File: src/sv/gls_pkg.sv
// Shared types, constants and helper functions for the Gaussian line sum block.
// No dependencies; the other files that use it refer to it by scoped names.
`timescale 1ns / 1ps
`default_nettype none
package gls_pkg;

    localparam int FRAC_BITS     = 16;
    localparam int DATA_W        = 32;
    localparam int IDX_W         = 4;
    localparam int NUSE_W        = 5;
    localparam int CFG_IDX_W     = 2;
    localparam int MAX_LINES_DEF = 16;
    localparam int LINE_CAP      = 16;

    // serial divider geometry
    localparam int DIV_W = 54;
    localparam int DEN_W = 31;

    localparam logic [29:0] Q30_LN2  = 30'd744261118;
    localparam logic [30:0] Q30_ONE  = 31'h4000_0000;
    localparam logic [19:0] XL_LIM   = 20'(6 << FRAC_BITS);
    localparam logic [21:0] T_LIM    = 22'(32 << FRAC_BITS);
    localparam logic [30:0] E_ROUND  = 31'(1 << (29 - FRAC_BITS));
    localparam logic [5:0]  K_LIM    = 6'd62;
    localparam logic signed [31:0] ONE_Q = 32'(1 << FRAC_BITS);
    // floor(2^46 / Q30_LN2); t * K_RECIP >> 32 is t30 div LN2 or one below
    localparam logic [16:0] K_RECIP  = 17'd94548;

    localparam logic [CFG_IDX_W-1:0] CFG_OFFSET = 2'd0;
    localparam logic [CFG_IDX_W-1:0] CFG_SLOPE  = 2'd1;
    localparam logic [CFG_IDX_W-1:0] CFG_NUSE   = 2'd2;

    localparam logic FUNC_LOAD  = 1'b0;
    localparam logic FUNC_EVAL  = 1'b1;
    localparam logic KIND_LINE  = 1'b0;
    localparam logic KIND_TOTAL = 1'b1;

    typedef struct packed {
        logic                     is_eval;
        logic [IDX_W-1:0]         idx;
        logic signed [DATA_W-1:0] amp;
        logic signed [DATA_W-1:0] cen;
        logic signed [DATA_W-1:0] wid;
        logic signed [DATA_W-1:0] x;
    } t_item;

    typedef struct packed {
        logic signed [DATA_W-1:0] offset;
        logic signed [DATA_W-1:0] slope;
        logic [NUSE_W-1:0]        nuse;
    } t_cfg;

    typedef struct packed {
        logic             start;
        logic [DIV_W-1:0] num;
        logic [DEN_W-1:0] den;
    } t_div_req;

    typedef struct packed {
        logic             done;
        logic [DIV_W-1:0] quo;
        logic [DEN_W-1:0] rem;
    } t_div_rsp;

    function automatic logic signed [31:0] sat32(input logic signed [63:0] v);
        logic signed [31:0] res;
        if (v > 64'sd2147483647) begin
            res = 32'sh7FFF_FFFF;
        end else if (v < -64'sd2147483648) begin
            res = 32'sh8000_0000;
        end else begin
            res = v[31:0];
        end
        return res;
    endfunction

    // floor((2^32 - 1) / j); one correction step after the multiply
    function automatic logic [31:0] recip(input logic [2:0] j);
        logic [31:0] res;
        case (j)
            3'd1:    res = 32'd4294967295;
            3'd2:    res = 32'd2147483647;
            3'd3:    res = 32'd1431655765;
            3'd4:    res = 32'd1073741823;
            3'd5:    res = 32'd858993459;
            3'd6:    res = 32'd715827882;
            default: res = 32'd0;
        endcase
        return res;
    endfunction

endpackage
`default_nettype wire

File: src/sv/gls_front.sv
// Input side: takes transfers, clamps widths, drops out-of-range loads, and
// queues items in a two-entry FIFO for the back end. Depends on gls_pkg.
`timescale 1ns / 1ps
`default_nettype none
module gls_front #(
    parameter int MAX_LINES = gls_pkg::MAX_LINES_DEF
) (
    input  wire logic                                 i_clk,
    input  wire logic                                 i_rst_n,
    input  wire logic                                 i_in_valid,
    output logic                                      o_in_ready,
    input  wire logic                                 i_func,
    input  wire logic [gls_pkg::IDX_W-1:0]            i_line_index,
    input  wire logic signed [gls_pkg::DATA_W-1:0]    i_amplitude,
    input  wire logic signed [gls_pkg::DATA_W-1:0]    i_center,
    input  wire logic signed [gls_pkg::DATA_W-1:0]    i_width,
    input  wire logic signed [gls_pkg::DATA_W-1:0]    i_x_value,
    output logic                                      o_head_valid,
    output gls_pkg::t_item                            o_head,
    input  wire logic                                 i_pop
);
    gls_pkg::t_item r_mem [2];
    logic           r_wp;
    logic           r_rp;
    logic [1:0]     r_cnt;
    gls_pkg::t_item item;
    logic           in_range;
    logic           push;
    logic           pop;

    assign in_range = {5'b0, i_line_index} < 9'(MAX_LINES);

    always_comb begin
        item.is_eval = (i_func == gls_pkg::FUNC_EVAL);
        item.idx     = i_line_index;
        item.amp     = i_amplitude;
        item.cen     = i_center;
        item.wid     = (i_width <= 0) ? 32'sd1 : i_width;
        item.x       = i_x_value;
    end

    assign o_in_ready   = r_cnt != 2'd2;
    assign push         = i_in_valid && o_in_ready && (item.is_eval || in_range);
    assign pop          = i_pop && o_head_valid;
    assign o_head_valid = r_cnt != 2'd0;
    assign o_head       = r_mem[r_rp];

    always_ff @(posedge i_clk) begin
        if (!i_rst_n) begin
            r_wp  <= 1'b0;
            r_rp  <= 1'b0;
            r_cnt <= 2'd0;
        end else begin
            if (push) begin
                r_wp <= ~r_wp;
            end
            if (pop) begin
                r_rp <= ~r_rp;
            end
            r_cnt <= r_cnt + {1'b0, push} - {1'b0, pop};
        end
    end

    always_ff @(posedge i_clk) begin
        if (push) begin
            r_mem[r_wp] <= item;
        end
    end
endmodule
`default_nettype wire

File: config.mk
export PLATFORM = sky130hd
export DESIGN_NAME = gls_front
export DESIGN_NICKNAME = d
export VERILOG_FILES = /design/src/sv/gls_pkg.sv /design/src/sv/gls_front.sv
export SDC_FILE = /design/constraint.sdc
export NUM_CORES = 1
export LEC_CHECK = 0
export ABC_AREA = 1
export BUFFER_PORTS_ARGS = -buffer_cell sky130_fd_sc_hd__clkbuf_2
export CAP_MARGIN = 20
export CORE_MARGIN = 4
export CORE_UTILIZATION = 56
export CTS_CLUSTER_DIAMETER = 120
export DETAILED_ROUTE_END_ITERATION = 8
export HOLD_SLACK_MARGIN = 0.06
export PLACE_DENSITY = 0.89
export SKIP_CTS_REPAIR_TIMING = 1
export SLEW_MARGIN = 25
export SYNTH_ARGS = -nofsm -noshare
export SYNTH_HDL_FRONTEND = slang
export SYNTH_SLANG_ARGS = --single-unit
File: constraint.sdc
create_clock -name i_clk -period 19.5 [get_ports i_clk]
set_input_delay 1.95 -clock i_clk [delete_from_list [all_inputs] [get_ports i_clk]]
set_output_delay 1.95 -clock i_clk [all_outputs]
set_load 0.05 [all_outputs]
# After elaboration in Yosys (flattened, before gate mapping)
# Memories as Yosys holds them, arrays and structs flattened. A register that Yosys moved wholly into a read port is not among the register bits.
# Cells that the tools add are included.
[word_totals] reg_bits=4 mem_bits_rw=266 in_bits=137 output_inout_bits=135 word_cells=18 memories=1
[memory_table] name="r_mem" depth=2 word_bits=133 rd=1 rd_ports_with_merged_regs=1 write_ports=1 line="gls_front.sv:22" rtl="gls_pkg::t_item r_mem [2];"
[classes] addsub=2 magnitude_cmp=1 eq_ne=1 mux=5 n_bitwise=2 reduce_logical=3
[ops] cell="<= comparator 32 x 1 -> 1 bit, second input constant" n=1
[ops] cell="two-way mux 32 bit" n=1
[ops] cell="two-way mux 1 bit" n=4
[ops] cell="adder 2 x 1 -> 2 bit" n=1
[ops] cell="logical AND 1 bit" n=2
[ops] cell="inequality test 2 bit, second input constant" n=1
[ops] cell="NOT 1 bit" n=2
[ops] cell="nonzero test 2 bit" n=1
[ops] cell="subtractor 2 x 1 -> 2 bit" n=1

# Longest topological paths before layout
[logic_depth] ltp_word=4 ltp_mapped=9 depth_no_buf=9

# Worst setup path before layout
# OpenSTA, ideal clock, no wires.
[synth_timing] kind="input port to flip-flop" start="input i_in_valid" end="memory r_mem[0][0] (netlist name) (enable)" setup_time_ns=0.628 arrival_time_ns=7.617 required_ns=18.872 path_slack_ns=11.255 path_stages=2 path_buffers=0 path_cell_list="nand2_1 nor2_1"
[synth_via] elab_chain_len=3
[synth_lines] item="start, declared" line="gls_front.sv:10" rtl="input wire logic i_in_valid,"
[synth_lines] item="logical AND 1 bit" line="gls_front.sv:43" rtl="assign push = i_in_valid && o_in_ready && (item.is_eval || in_range);"
[synth_lines] item="two-way mux 1 bit" line="gls_front.sv:65" rtl="if (push) begin"
[synth_lines] item="two-way mux 1 bit (not written as such)" line="gls_front.sv:66" rtl="r_mem[r_wp] <= item;"
[synth_lines] item="end, declared" line="gls_front.sv:22"
# No other way between the ends.

==> out/metrics.yaml <==
yosys:
  netlist.area_leader.share_pct: 77.8
  ys_types: 18
  ys_warn_count: 0
  synth_area_leaders: "edfxtp_1 (78%), mux2_2 (15%), nor3_1 (1.5%)"
  syn_area_mm2: 0.0103
  synth_area_per_cell_um2: 18.9
  netlist_instances: 543
  ys_ff_latch: 271
  ys_seq_area_share_pct: 78.8
  synth_largest_area_cell: "edfxtp_1"
min_path:
  hold_start: "r_rp$_SDFFE_PN0P_"
  hold_path_class: "reg -> reg"
  hold_depth: 1
routing:
  vias: 5602
  wl_mm: 20.7
  drtIter0Drc: 301
  via_per_inst: 5.20
  wire_per_inst_um: 19.2
  firstDrtPassIters: 4
  drc: 0
  ant_nets: 0
sta:
  fin_crit_sh_pct: 25.1
  hold_violations: 0
  grt_setup_unrepaired: "no"
  fin_ws_ps: 14610
  setup_viol: 0
  fmax_mhz: 204
  maxSlewViolCount: 0
  fin_setup_tns_ps: 0
  slew_headroom_pct: 35.3
  fin_skew_ps: 15.9
  post-route-min-period_ps: 4890
  tightestPinTransition_ps: 971
worst_setup_path:
  rrSetupSlack_ps: 16740
  worstPathRequired_ps: 17550
  crit_path_end_kind: "output port"
  reg2reg_depth: 6
  r2r_start: "r_cnt[0]$_SDFF_PN0_"
  path_class: "reg -> out"
  crit_path_start_kind: "flop"
  critPathMaxFanout: 74
  cp.arrival_ps: 2940
  regToRegEndpoint: "r_mem[0][73]$_DFFE_PP_"
layout:
  final_cells: 1077
  drive_gt1_share_pct: 53.6
  synthToLayoutAreaGrowth_pct: 23.7
  nets: 966
  final_area_mm2: 0.0127
die:
  die_y_um: 143
  rows: 49
  die_area_mm2: 0.0206
  io_pins: 272
  start_util_pct: 57.1
  die_w_um: 143
  core_area_mm2: 0.0180
cts:
  clk_pin_slew_ps: 60
  tritoncts: "done"
  clk_latency_ps: 510
  cts.path.max_buffers: 3
  htree_levels: 1
  clkSinkCount: 271
  root_buffer: "clkbuf_16"
  cts_made_buffers: 26
power:
  vdd_drop_max_v: 0.000111
  power_mw: 1.91
  cellLeakagePower_nw: 4.94
  cellPowerDensity_mw_per_mm2: 150
placed_design:
  gp_congestion: 0.787
  place_ws_ps: 15090
  io_buffers: 271
  place_hpwl_mm: 13.9
  placed_area_mm2: 0.0118
  dp_cells: 1028
global_route:
  grt_antenna_before_repair: 1
  grt-ovfl-total: 0
  grt_pass1_wl_mm: 30.5
  grt_use_total_pct: 19.1
  grt_max_degree: 75
  grt_pass1_vias: 5797
job:
  drv_cap: 0
outcome:
  status: "finished, final reports clean"
synthesized netlist by cell type:
cell type	instances
mux2_2	133
nand2_1	15
xnor2_1	1
buf_4	3
ha_1	2
dfxtp_1	5
nor2_1	23
nor2_2	1
clkbuf_1	3
or2_2	1
inv_1	37
buf_2	7
nor3_1	30
edfxtp_1	266
a21oi_1	4
conb_1	1
buf_6	8
o21ai_0	3
through the flow:
step	hold WS [ps]	util [%]
global route	485	70.6
CTS	449	70.6
finish	446	70.6
detailed placement	438	65.7
floorplan	425	-
global placement	430	65.7
cell families (layout without fill, tap and decap cells):
kind of cell	count (synthesis)	in the layout	share of synthesized area [%]
simple gates	70	70	2.98
compound gates	7	7	0.341
buf+inv	58	361	2.90
mux	133	133	14.6
fa+ha+maj	2	2	0.244
xor+xnor	1	1	0.0854
other cells	1	3	0.0365
flops	271	271	78.8
metal layers:
| metal | part of all wire, % | up-vias | GRT usage (%) |
|---|---|---|---|
| li1 | - | 2618 | - |
| met1 | 37 | 2696 | 24.0 |
| met2 | 52 | 272 | 34.1 |
| met3 | 9.9 | 16 | 4.53 |
| met4 | 1.0 | 0 | 4.26 |
| met5 | 0 | - | 0 |
report_power, final:
group | leakage [nW] | internal [mW] | switching, mW
Combinational | 1.96 | 0.161 | 0.462
Sequential | 2.54 | 0.746 | 0.0350
Clock | 0.436 | 0.305 | 0.199
worst max path at each step:
stage	from	end	slack [ps]	depth (start not counted)
after global placement	flop	o_head[6]	15090	3
after detailed placement	flop	o_head[6]	15090	3
after floorplan	i_in_valid	r_mem[0][0]$_DFFE_PP_	11260	2
after global routing	flop	o_head[9]	14430	3
after CTS	flop	o_head[6]	14530	3
final	flop	o_head[9]	14610	3
registers in the layout, indices dropped and copies added, names as in the netlist, named ones only:
| signal | count |
|---|---|
| r_rp | 1 |
| r_mem | 266 |
| r_cnt | 2 |
| r_wp | 1 |
cell type report:
class / count / area (um2)
Inverter: 37 / 139
Tap cell: 229 / 287
Clock buffer: 30 / 687
Fill cell: 1117 / 5270
Sequential cell: 271 / 8090
Multi-Input combinational cell: 215 / 1900
Clock inverter: 18 / 191
Antenna cell: 1 / 2.50
Timing Repair Buffer: 276 / 1390
critical path, cell delays in order, from the launching register on:
cell and delay [ps]:
dfxtp_4 850, buf_4 860, mux2_2 440, clkbuf_2 240
placed cells by master (no fill, tap or decap), types with 7 or more instances in the layout:
cell type	Yosys	routed
clkbuf_2	0	271
edfxtp_1	266	266
mux2_2	133	133
inv_1	37	37
nor3_1	30	30
clkbuf_16	0	27
nor2_1	23	21
nand2_1	15	15
clkinv_2	0	7
No activity file was read; power rests on OpenSTA's default activity.
